File: config.mk
export PLATFORM = sky130hd
export DESIGN_NAME = ssp_back
export DESIGN_NICKNAME = d
export VERILOG_FILES = /design/src/rtl/ssp_pkg.sv /design/src/rtl/ssp_back.sv
export SDC_FILE = /design/constraint.sdc
export NUM_CORES = 1
export LEC_CHECK = 0
export BUFFER_PORTS_ARGS = -buffer_cell sky130_fd_sc_hd__buf_2
export CELL_PAD_IN_SITES_DETAIL_PLACEMENT = 1
export CELL_PAD_IN_SITES_GLOBAL_PLACEMENT = 1
export CORE_ASPECT_RATIO = 1.2
export CORE_MARGIN = 2
export CORE_UTILIZATION = 44
export DETAILED_ROUTE_END_ITERATION = 6
export HOLD_SLACK_MARGIN = 0.15
export PLACE_DENSITY = 0.88
export RECOVER_POWER = 25
export SLEW_MARGIN = 20
export SYNTH_ARGS = -nofsm -noshare
export SYNTH_HDL_FRONTEND = slang
export SYNTH_SLANG_ARGS = --single-unit
File: constraint.sdc
create_clock -name clk -period 3.57 [get_ports clk]
set_input_delay 0.8925 -clock clk [delete_from_list [all_inputs] [get_ports clk]]
set_output_delay 0.8925 -clock clk [all_outputs]
set_load 0.01 [all_outputs]
File: src/rtl/ssp_pkg.sv
// shared types, constants and divider sizing for the sprite projection core
// no dependencies
`default_nettype none

package ssp_pkg;

  localparam int SCREEN_HEIGHT = 480;
  localparam int SCREEN_WIDTH  = 640;

  localparam logic signed [16:0] H_HALF = 17'(SCREEN_HEIGHT / 2);
  localparam logic signed [16:0] H_LAST = 17'(SCREEN_HEIGHT - 1);
  localparam logic signed [16:0] W_LAST = 17'(SCREEN_WIDTH - 1);
  localparam logic [15:0]        W_HALF = 16'(SCREEN_WIDTH / 2);

  // divider: unsigned dividend, divisor, quotient bits kept before saturation
  localparam int DIV_NW = 48;
  localparam int DIV_DW = 40;
  localparam int DIV_QB = 16;

  localparam logic [2:0] REG_PLAYER_X = 3'd0;
  localparam logic [2:0] REG_PLAYER_Y = 3'd1;
  localparam logic [2:0] REG_DIR_X    = 3'd2;
  localparam logic [2:0] REG_DIR_Y    = 3'd3;
  localparam logic [2:0] REG_PLANE_X  = 3'd4;
  localparam logic [2:0] REG_PLANE_Y  = 3'd5;

  typedef struct packed {
    logic [15:0]        player_x;
    logic [15:0]        player_y;
    logic signed [15:0] dir_x;
    logic signed [15:0] dir_y;
    logic signed [15:0] plane_x;
    logic signed [15:0] plane_y;
    logic signed [32:0] det;
  } cam_t;

  typedef struct packed {
    logic [DIV_NW-1:0] num;
    logic [DIV_DW-1:0] den;
    logic              neg;
  } div_req_t;

  typedef struct packed {
    logic [DIV_QB-1:0] quo;
    logic              ovf;
    logic              neg;
  } div_rsp_t;

  typedef struct packed {
    logic [5:0] tag;
    logic       front;
    logic       det_nz;
    logic       ny_nz;
  } side_t;

endpackage

`default_nettype wire

File: src/rtl/ssp_back.sv
// back pipeline: quotient saturation, then draw bounds into the output register
// depends on ssp_pkg
`default_nettype none

module ssp_back
  import ssp_pkg::*;
(
  input  wire logic          clk,
  input  wire logic          rst_n,
  input  wire logic          adv,
  input  wire logic          in_valid,
  input  side_t              side,
  input  div_rsp_t           rsp_dep,
  input  div_rsp_t           rsp_col,
  input  div_rsp_t           rsp_siz,
  output logic               out_valid,
  output logic [5:0]         tag_out,
  output logic               in_front,
  output logic signed [15:0] depth,
  output logic signed [15:0] screen_column,
  output logic [14:0]        sprite_size,
  output logic [7:0]         start_row,
  output logic [8:0]         end_row,
  output logic [14:0]        start_col,
  output logic signed [15:0] end_col
);

  function automatic logic [15:0] sat16(input div_rsp_t r);
    logic [15:0] res;
    if (r.neg) begin
      if (r.ovf || r.quo > 16'd32768) res = 16'h8000;
      else res = ~r.quo + 16'd1;
    end else begin
      if (r.ovf || r.quo > 16'd32767) res = 16'h7FFF;
      else res = r.quo;
    end
    return res;
  endfunction

  logic               vf_r, vg_r;
  logic [5:0]         tagf_r, tagg_r;
  logic               frontf_r, frontg_r;
  logic [15:0]        depf_r, depg_r;
  logic [15:0]        colf_r, colg_r;
  logic [14:0]        sizf_r, sizg_r;
  logic [7:0]         srow_r, srow_nxt;
  logic [8:0]         erow_r, erow_nxt;
  logic [14:0]        scol_r, scol_nxt;
  logic [15:0]        ecol_r, ecol_nxt;
  logic [13:0]        half;
  logic signed [16:0] srow_w, erow_w, scol_w, ecol_w;

  always_comb begin
    half   = sizf_r[14:1];
    srow_w = H_HALF - $signed({3'b0, half});
    erow_w = H_HALF + $signed({3'b0, half});
    scol_w = $signed({colf_r[15], colf_r}) - $signed({3'b0, half});
    ecol_w = $signed({colf_r[15], colf_r}) + $signed({3'b0, half});
    srow_nxt = (srow_w < 0) ? 8'd0 : srow_w[7:0];
    erow_nxt = (erow_w > H_LAST) ? H_LAST[8:0] : erow_w[8:0];
    scol_nxt = (scol_w < 0) ? 15'd0 : scol_w[14:0];
    ecol_nxt = (ecol_w > W_LAST) ? W_LAST[15:0] : ecol_w[15:0];
  end

  always_ff @(posedge clk) begin
    if (!rst_n) begin
      vf_r <= 1'b0;
      vg_r <= 1'b0;
    end else if (adv) begin
      vf_r <= in_valid;
      vg_r <= vf_r;
    end
  end

  always_ff @(posedge clk) begin
    if (adv) begin
      tagf_r   <= side.tag;
      frontf_r <= side.front;
      depf_r   <= side.det_nz ? sat16(rsp_dep) : 16'd0;
      colf_r   <= side.ny_nz ? sat16(rsp_col) : W_HALF;
      if (!side.front) sizf_r <= 15'd0;
      else if (rsp_siz.ovf || rsp_siz.quo > 16'd32767) sizf_r <= 15'h7FFF;
      else sizf_r <= rsp_siz.quo[14:0];
      tagg_r   <= tagf_r;
      frontg_r <= frontf_r;
      depg_r   <= depf_r;
      colg_r   <= colf_r;
      sizg_r   <= sizf_r;
      srow_r   <= srow_nxt;
      erow_r   <= erow_nxt;
      scol_r   <= scol_nxt;
      ecol_r   <= ecol_nxt;
    end
  end

  assign out_valid     = vg_r;
  assign tag_out       = tagg_r;
  assign in_front      = frontg_r;
  assign depth         = depg_r;
  assign screen_column = colg_r;
  assign sprite_size   = sizg_r;
  assign start_row     = srow_r;
  assign end_row       = erow_r;
  assign start_col     = scol_r;
  assign end_col       = ecol_r;

endmodule

`default_nettype wire

After elaboration in Yosys (flattened, before gate mapping)
Index checks and enable logic that the tools add are counted.
- output and inout port bits: 103
- bits of input ports: 67
- flip-flop bits (word level): 158
- word-level logic and storage cells: 45
- multiplexer cells: 7
- reduce and logical (&&, ||, !) cells: 5
- magnitude comparators: 9
- bitwise logic cells: 2
- add/subtract/negate cells: 6
- operator list (kind ; count):
    $mux 16 ; 6
    $gt 16x15->1 const B ; 3
    $add 16x1->16 const B ; 2
    $gt 16x16->1 const B ; 2
    $not 16->16 ; 2
    $add 16x15->17 ; 1
    $gt 17x11->1 const B ; 1
    $lt 17x1->1 const B ; 1
    $sub 16x15->17 ; 1
    $add 8x14->15 const A ; 1
    $gt 15x9->1 const B ; 1
    $lt 15x1->1 const B ; 1
    $mux 15 ; 1
    $sub 8x14->15 const A ; 1
    $logic_or 1x1->1 ; 5

Logic depth before layout (Yosys ltp)
Gate-level depths: netlist (run 1).
- depth after elaboration: 4
- depth in mapped cells: 11
- gate-level depth less buffers: 10

Least setup slack after synthesis (run 1)
No wires, ideal clock.
- path type: register to register
- start point: register sizf_r[5]
- end point: register ecol_r[8] (netlist: end_col[8]), data pin
- period minus slack after synthesis: 2788 ps
- cell stages (with the launch flop): 12
- slack: 782 ps
- data required time: 3314 ps
- buffers on the path: 2
- arrival: 2532 ps
- cell sequence: edfxtp_1 > inv_1 > ha_1 > buf_4 > nor2b_1 > o21a_1 > a2111oi_4 > o2111ai_1 > o31a_1 > and4_4 > buf_6 > a41o_1
- longest elaborated chain between the ends: 2
- RTL lines (element ; RTL line ; text):
    start, declared ; ssp_back.sv:45 ; logic [14:0] sizf_r, sizg_r;
    start signal, assigned ; ssp_back.sv:83 ; else sizf_r <= rsp_siz.quo[14:0];
    $add 16x15->17 * ; ssp_back.sv:58 ; ecol_w = $signed({colf_r[15], colf_r}) + $signed({3'b0, half});
    $gt 17x11->1 ; ssp_back.sv:62 ; ecol_nxt = (ecol_w > W_LAST) ? W_LAST[15:0] : ecol_w[15:0];
    end signal, assigned ; ssp_back.sv:92 ; ecol_r <= ecol_nxt;
    end, declared ; ssp_back.sv:49 ; logic [15:0] ecol_r, ecol_nxt;
Every way passes the cells marked *; elsewhere a longest branch is shown, timed or not.
A chain may end at the register's enable or synchronous reset.

Worst setup path after layout (run 1)
- start point: register sizf_r[12]
- end point: register ecol_r[7] (netlist: end_col[7]), data pin
- longest elaborated chain between the ends: 2
- RTL lines (element ; RTL line):
    $add 16x15->17 ; ssp_back.sv:58
    $gt 17x11->1 ; ssp_back.sv:62
Every way passes these cells.

==> impl_metrics.toml, run 1 <==
[outcome]
status = "complete, but fails checks"
violations = "capacitance limit, slew limit"

[finish]
syn_to_final_growth_pct = 21.2
seq_area_um2 = 4720
fill_cells = 2098
fin_nets = 1008
multiInputGateArea_um2 = 3360
layout-drive-gt1-share = 0.251

[worst_setup_path]
reg2reg_to = "end_col[7]"
crit_family = "simple AND/OR/NAND/NOR gates"
cpMaxStageDelayCell = "nor3_1"
endpoint = "end_col[7]"
critPathLaunchType = "flop"
ff2ff_path_depth = 8
required_ns = 3.75
crit_top_cell = "nor3_1"
critPathBufInv = 1
worstPathCellList = "inv_1 > ha_1 > nor3_1 > or2_2 > o221ai_1 > nor2_1 > nor3_1 > a31o_1"
cp_max_fo = 13
path_class = "reg2reg"
critPathLaunch = "sizf_r[12]"
endpoint_kind = "flop"
rrSetupSlack_ns = 0.26
cp_num_cells = 8
r2r-start = "sizf_r[12]"
worstPathArrival_ns = 3.49
crit_path_max_incr_delay_ns = 0.73

[sta]
min_period_over_period = 0.928
finalSetupTns_ns = 0
setup_viol = 0
hold_ws_ns = 0.422
fmax_mhz = 302
min_period_ns = 3.31
drv_slew = 36
relSlewSlack = -0.383
setup_ws_ns = 0.258
worst_pin_slew_ns = 2.07
rsz0062_at_grt = "false"
hold_violations = 0
skew_ns = 0.00948

[job]
maxCapViolCount = 1

[global_route]
grtUsageTotal = 0.239
grt_pass1_wl_mm = 36.7
grt_remaining_overflow = 0
grt_max_degree = 59
grt_pass1_vias = 6858
antenna_found_initial = 3

[yosys]
synth_edf_count = 156
ys_types = 75
yosysTopAreaCell = "edfxtp_1"
synth_top_cell_area_share = 0.562
synth.most_common_cell = "edfxtp_1"
synthesis.area_um2 = 8340
synthTopCellsByArea = "edfxtp_1, ha_1, nor2_1, nor3_1, o21a_1"
synth_flop_cell = "edfxtp_1"
avgSynthCellArea_um2 = 11.5
ys_seq_area_frac = 0.567
ys_ff_latch = 158
synthCells = 722
synthTopCellsByCount = "edfxtp_1, nor2_1, nor3_1"
async_flop_share = 0
syn_nets = 827
yosys_warnings = 0

[routing]
firstDrtPassIters = 6
drt_iter0_markers = 354
drc_errors = 0
routed_wl_mm = 23.8
ant_nets = 0
wl_per_cell_um = 20.3
via_per_inst = 5.70
vias = 6694

[clocking]
h-tree-depth = 4
cts_max_path_buffers = 2
root_buffer = "clkbuf_16"
cts_setup_buffers = 0
clk-insertion-delay-late_ns = 0.43
clk_pin_slew_ns = 0.07
numCtsBuffers = 17
cts_tree = "done"
cts.sinks = 158
cts_resized = 0
cts_hold_buf = 0

[power]
clockPowerShare = 0.349
p_int_mw = 3.68
p_leak_nw = 3.92
seq_power_share = 0.441
power_mw = 5.24
combPwrFrac = 0.210
switching_power_mw = 1.56
vdd_drop_max_mv = 0.339
swShare = 0.297
power_density_nw_per_um2 = 518

[floorplan]
core_um2 = 18700
core.rowCount = 55
die_w_um = 130
die_area_um2 = 20100
fp.dieH_um = 155
start_util = 0.445
pin_count = 170

[placement]
dpl_worst_slack_ns = 0.286
place_congestion = 0.841
place_hpwl_mm = 17.6
io_buffers = 168

[hold_path]
hold_class = "reg2reg"
## per-layer routing
layer,GRT usage,share of wire,vias up
li1,-,-,3097
met1,0.254,0.37,3328
met2,0.454,0.56,220
met3,0.0491,0.049,47
met4,0.0937,0.029,2
met5,0,0.00029,-
## logic make-up (layout without fill, tap and decap cells)
kind of cell,Yosys count,count (layout),synth area share
fa+ha+maj,38,38,0.0588
flops,158,158,0.567
other cells,0,2,0
buf+inv,62,256,0.0299
simple gates,266,266,0.165
compound gates,176,176,0.156
mux,3,3,0.00360
xor+xnor,19,19,0.0209
## layout by cell type (no fill, tap or decap), types with 4 or more instances in the layout
cell type	count
nor3_1	43
nand3_1	16
a21o_1	5
o31a_1	5
inv_1	37
o21a_1	23
clkbuf_1	10
nor2_1	81
a211oi_1	7
o21bai_1	5
a21oi_1	29
xor2_1	6
o21ai_0	22
or2_2	5
nor4_1	5
o21ai_1	6
a311oi_1	9
nor2b_1	22
or3_1	11
buf_4	11
nand4_1	4
o311a_1	4
clkbuf_16	17
and2_1	4
xnor2_1	12
buf_2	166
nand2b_1	16
a31oi_1	15
nor3b_1	10
ha_1	36
nand2_1	31
o22ai_1	8
edfxtp_1	156
## how the worst min path moves through the flow
stage / from / to / slack, ns / cells after the start
floorplan: depf_r[0] / depth[0] / 0.40 / 0
global placement: tagf_r[1] / tag_out[1] / 0.40 / 0
detailed placement: depf_r[7] / depth[7] / 0.41 / 0
CTS: depf_r[7] / depth[7] / 0.42 / 0
global route: depf_r[8] / depth[8] / 0.43 / 0
finish: depf_r[15] / depth[15] / 0.42 / 0
## registers in the layout (all words and copies together), names as in the netlist
signal         cells
colf_r            16
depf_r            16
depth             16
end_col           16
end_row            9
frontf_r           1
in_front           1
out_valid          1
screen_column     16
sizf_r            15
sprite_size       15
start_col         15
start_row          8
tag_out            6
tagf_r             6
vf_r               1
## metrics by stage
step                utilization  cell area [um2]  instances
detailed placement        0.510             9550       1140
floorplan                     -             8340        722
CTS                       0.542            10100       1172
global route              0.540            10100       1173
finish                    0.540            10100       1174
global placement          0.510             9550       1140
## worst register-to-register path: cells and delay by family (launching register included)
kind	cells	cell delay [ns]
simple gates	4	1.66
flops	1	0.46
compound gates	2	0.42
buf+inv	1	0.07
fa+ha+maj	1	0.46
## power groups by stage
stage	Clock [mW]	Sequential [mW]	Combinational (mW)
finish	1.83	2.31	1.10
global route	1.93	2.32	1.19
CTS	1.85	2.31	1.10
detailed placement	0	2.35	1.08
global placement	0	2.33	1.03
floorplan	0	2.38	0.629
## layout make-up
cell class                 instances  share of cell area
timing repair buffer             187              0.0957
antenna                            2            0.000495
tap                              256              0.0317
clock buffer                      18              0.0425
clock inverter                    14              0.0157
inverter                          37              0.0137
multi-input combinational        502               0.333
sequential                       158               0.467
(Power assumes the default switching activity.)
==> inputs of run 2 (changes only) <==
--- a/config.mk
+++ b/config.mk
@@ -6,6 +6,7 @@
 export NUM_CORES = 1
 export LEC_CHECK = 0
 export BUFFER_PORTS_ARGS = -buffer_cell sky130_fd_sc_hd__buf_2
+export CAP_MARGIN = 40
 export CELL_PAD_IN_SITES_DETAIL_PLACEMENT = 1
 export CELL_PAD_IN_SITES_GLOBAL_PLACEMENT = 1
 export CORE_ASPECT_RATIO = 1.2
==> constraint.sdc (replaced) <==
create_clock -name clk -period 3.57 [get_ports clk]
set_input_delay 0.5355 -clock clk [delete_from_list [all_inputs] [get_ports clk]]
set_output_delay 0.5355 -clock clk [all_outputs]
set_load 0.01 [all_outputs]
==> run 2 against run 1 <==
The run still ends with capacitance limit, slew limit left. Hold slack got worse by 0.14 ns. Core utilization decreased by 0.19 points. Global-route usage decreased by 0.40 points. First-iteration DRC count increased by 1.7%. Register-to-register slack improved by 0.12 ns. Final cell count about the same. Largest cell class unchanged.
==> impl_metrics.toml, run 2 (synthesized netlist as in run 1, its figures left out) <==
[outcome]
status = "complete, but fails checks"
violations = "capacitance limit, slew limit"

[sta]
min_period_over_period = 0.895
min_period_ns = 3.20
worst_pin_slew_ns = 1.51
rsz0062_at_grt = "false"
hold_violations = 0
drv_slew = 25
relSlewSlack = -0.00496
fmax_mhz = 313
setup_viol = 0
skew_ns = 0.0108
finalSetupTns_ns = 0

[routing]
vias = 6631
wl_per_cell_um = 19.9
via_per_inst = 5.64
drc_errors = 0
routed_wl_mm = 23.4
ant_nets = 0
firstDrtPassIters = 4
drt_iter0_markers = 360

[placement]
dp.cells = 1139
io_buffers = 168
place_hpwl_mm = 17.8
place_congestion = 0.846

[power]
p_leak_nw = 3.88
vdd_drop_max_mv = 0.325
seq_power_share = 0.456
combPwrFrac = 0.214
clockPowerShare = 0.330
swShare = 0.303
switching_power_mw = 1.54
power_density_nw_per_um2 = 503
power_mw = 5.07
p_int_mw = 3.53

[global_route]
grt_max_degree = 90
antenna_found_initial = 5
grt_remaining_overflow = 0
grtUsageTotal = 0.235
grt_pass1_vias = 6860
grt_pass1_wl_mm = 36.4

[worst_setup_path]
worstPathArrival_ns = 3.34
rrSetupSlack_ns = 0.37
path_class = "reg2reg"
required_ns = 3.72
cp_max_fo = 10
critPathLaunchType = "flop"
endpoint_kind = "flop"

[clocking]
cts_tree = "done"
cts_hold_buf = 0
cts_max_path_buffers = 2
cts.sinks = 158
cts_setup_buffers = 0
h-tree-depth = 4
clk-insertion-delay-late_ns = 0.43
clk_pin_slew_ns = 0.07
numCtsBuffers = 17
cts_resized = 0
root_buffer = "clkbuf_16"

[finish]
fill_cells = 2060
fin_nets = 1008
layout-drive-gt1-share = 0.251
stdcell_count = 1175
final_cell_mix = "buf_2, edfxtp_1, nor2_1, nor3_1, inv_1"
syn_to_final_growth_pct = 20.8
layout_commonest_cell = "buf_2"

[floorplan]
fp.dieH_um = 155
start_util = 0.445
core_um2 = 18700
die_w_um = 130
pin_count = 170
die_area_um2 = 20100
core.rowCount = 55

[hold_path]
hold_class = "in2reg"

[job]
maxCapViolCount = 1
## run 2: metrics by stage
step	instance area, um2	worst slack [ns]	hold WS [ns]	utilization
floorplan	8340	0.782	0.400	-
global placement	9530	0.552	0.400	0.509
global route	10100	0.189	0.265	0.538
CTS	10100	0.405	0.265	0.538
finish	10100	0.374	0.280	0.538
detailed placement	9530	0.420	0.406	0.509
## run 2: path summary, 6_finish.rpt
kind | cells after the start | startpoint | end
worst max register to register | 9 | sizf_r[2] | end_col[0]
worst min-delay path | 1 | side[6] | tagf_r[3]
worst max-delay path | 9 | sizf_r[2] | end_col[0]
worst min register to register | 0 | depf_r[14] | depth[14]
## run 2: critical path, stage by stage, from the launching register on
cell       delay, ns
edfxtp_1        0.58
inv_1           0.17
ha_1            0.32
nand2b_1        0.14
a221oi_2        0.10
a2111oi_4       0.68
o21ai_2         0.12
a21o_1          0.25
a32oi_4         0.35
a41oi_1         0.20
## run 2: layout make-up
cell class | instances | area, um2 | area share
well taps | 256 | 320 | 0.0318
flip-flops and latches | 158 | 4720 | 0.469
repair buffers | 187 | 975 | 0.0968
inverters | 37 | 139 | 0.0138
clock inverters | 15 | 116 | 0.0116
multi-input cells | 502 | 3360 | 0.334
diodes | 3 | 7.51 | 0.000745
clock buffers | 17 | 425 | 0.0422
## run 2: power groups by stage
stage	clock network, mW	registers [mW]	logic [mW]
after floorplan	0	2.38	0.629
after global placement	0	2.34	1.02
after detailed placement	0	2.35	1.07
after CTS	1.70	2.31	1.08
after global routing	1.75	2.33	1.18
final	1.67	2.31	1.08
## run 2: routing by layer
metal	track usage	up-vias	routed length, um
li1	-	3102	-
met3	0.0560	59	1040
met5	0	-	13
met4	0.0922	2	771
met2	0.434	196	12700
met1	0.256	3272	8930
==> inputs of run 3 (changes only) <==
--- a/config.mk
+++ b/config.mk
@@ -10,7 +10,6 @@
 export CELL_PAD_IN_SITES_DETAIL_PLACEMENT = 1
 export CELL_PAD_IN_SITES_GLOBAL_PLACEMENT = 1
 export CORE_ASPECT_RATIO = 1.2
-export CORE_MARGIN = 2
 export CORE_UTILIZATION = 44
 export DETAILED_ROUTE_END_ITERATION = 6
 export HOLD_SLACK_MARGIN = 0.15
==> run 3 against run 2 <==
The run still ends with capacitance limit, slew limit left. Final cell count fell by 0.26%. Register-to-register slack got worse by 0.14 ns. Routed wire length fell by 1.4%. Clock skew rose by 0.0018 ns. Largest power group unchanged. Highest routed layer unchanged.
==> impl_metrics.toml, run 3 (synthesized netlist as in run 1, its figures left out) <==
[outcome]
status = "complete, but fails checks"
violations = "capacitance limit, slew limit"

[floorplan]
core.rowCount = 54
die_area_um2 = 19500
core_um2 = 18400
start_util = 0.454
die_w_um = 128
fp.dieH_um = 153
pin_count = 170

[hold_path]
hold_start = "side[6]"
hold_class = "in2reg"
min_path_cells = 1
min_to = "tagf_r[3]"

[finish]
layout_commonest_cell = "buf_2"
syn_to_final_growth_pct = 20.9
utilization = 0.549
final_area_um2 = 10100
layout-drive-gt1-share = 0.251
fin_nets = 1007
final_cell_mix = "buf_2, edfxtp_1, nor2_1, nor3_1, inv_1"

[placement]
place_hpwl_mm = 17.1
placed_cell_area_um2 = 9540
io_buffers = 168
place_congestion = 0.802

[worst_setup_path]
path_class = "reg2reg"
cp_max_fo = 9
required_ns = 3.71
rrSetupSlack_ns = 0.24
r2r-start = "sizf_r[4]"
crit_family = "compound AO/OA/AOI/OAI gates"
reg2reg_to = "end_col[2]"
critPathLaunchType = "flop"
critPathBufInv = 1
ff2ff_path_depth = 8
crit_path_max_incr_delay_ns = 0.55
cpMaxStageDelayCell = "edfxtp_1"
endpoint_kind = "flop"
worstPathCellList = "inv_1 > ha_1 > a221oi_2 > o21ai_1 > a221oi_1 > nand2_1 > nor3_1 > a31oi_1"
worstPathArrival_ns = 3.47

[clocking]
cts_tree = "done"
root_buffer = "clkbuf_16"
numCtsBuffers = 17
cts_setup_buffers = 0
cts_resized = 0
cts.sinks = 158
cts_max_path_buffers = 2
clk_pin_slew_ns = 0.07
h-tree-depth = 4
cts_hold_buf = 0
clk-insertion-delay-late_ns = 0.43

[sta]
min_period_over_period = 0.934
finalSetupTns_ns = 0
relSlewSlack = -0.505
setup_viol = 0
drv_slew = 87
skew_ns = 0.0126
rsz0062_at_grt = "false"
worst_pin_slew_ns = 2.26
min_period_ns = 3.33
hold_violations = 0
fmax_mhz = 300

[global_route]
grt_pass1_wl_mm = 36.1
grt_pass1_vias = 6815
grtUsageTotal = 0.241
grt_remaining_overflow = 0
grt_max_degree = 88
antenna_found_initial = 6

[routing]
ant_nets = 0
vias = 6560
via_per_inst = 5.60
firstDrtPassIters = 4
drc_errors = 0
drt_iter0_markers = 345
routed_wl_mm = 23.1
wl_per_cell_um = 19.7

[power]
power_mw = 5.11
power_density_nw_per_um2 = 507
vdd_drop_max_mv = 0.349
p_leak_nw = 3.90

[job]
maxCapViolCount = 1
run 3: worst reg2reg max path: cells and delay by family (launching register included):
kind	cells	cell delay, ns
buffers and inverters	1	0.16
AOI/OAI and AO/OA	4	1.24
DFF	1	0.55
adders and majority gates	1	0.43
and+or+nand+nor	2	0.66
run 3: metal layers:
metal | global-route usage | share of wire | vias to the layer above
li1 | - | - | 3107
met1 | 0.269 | 0.39 | 3252
met2 | 0.454 | 0.55 | 169
met3 | 0.0435 | 0.036 | 30
met4 | 0.0796 | 0.020 | 2
met5 | 0 | 0.00056 | -
run 3: through the flow:
step / instances / hold WS [ns] / worst slack (ns)
after floorplan: 722 / 0.400 / 0.782
after global placement: 1135 / 0.401 / 0.526
after detailed placement: 1135 / 0.406 / 0.256
after CTS: 1167 / 0.268 / 0.172
after global routing: 1171 / 0.269 / 0.0588
final: 1172 / 0.279 / 0.237
run 3: worst max-delay path by stage:
stage	from	endpoint	slack, ns	cells past startpoint
after floorplan	sizf_r[5]	end_col[8]	0.78	11
after global placement	sizf_r[8]	end_col[4]	0.53	8
after detailed placement	sizf_r[8]	end_col[2]	0.26	8
after CTS	sizf_r[8]	end_col[2]	0.17	9
after global routing	sizf_r[4]	end_col[2]	0.06	8
final	sizf_r[4]	end_col[2]	0.24	8
run 3: area by class of cell:
class	instances	area, um2
fillers	2063	8300
flip-flops and latches	158	4720
multi-input cells	502	3370
repair buffers	186	961
clock buffers	17	425
well taps	252	315
inverters	37	139
clock inverters	15	130
diodes	5	12.5
run 3: where the power goes:
group	total (mW)	internal [mW]	switching, mW
combinational	1.09	0.409	0.684
sequential	2.31	2.23	0.0795
clock	1.71	0.913	0.797
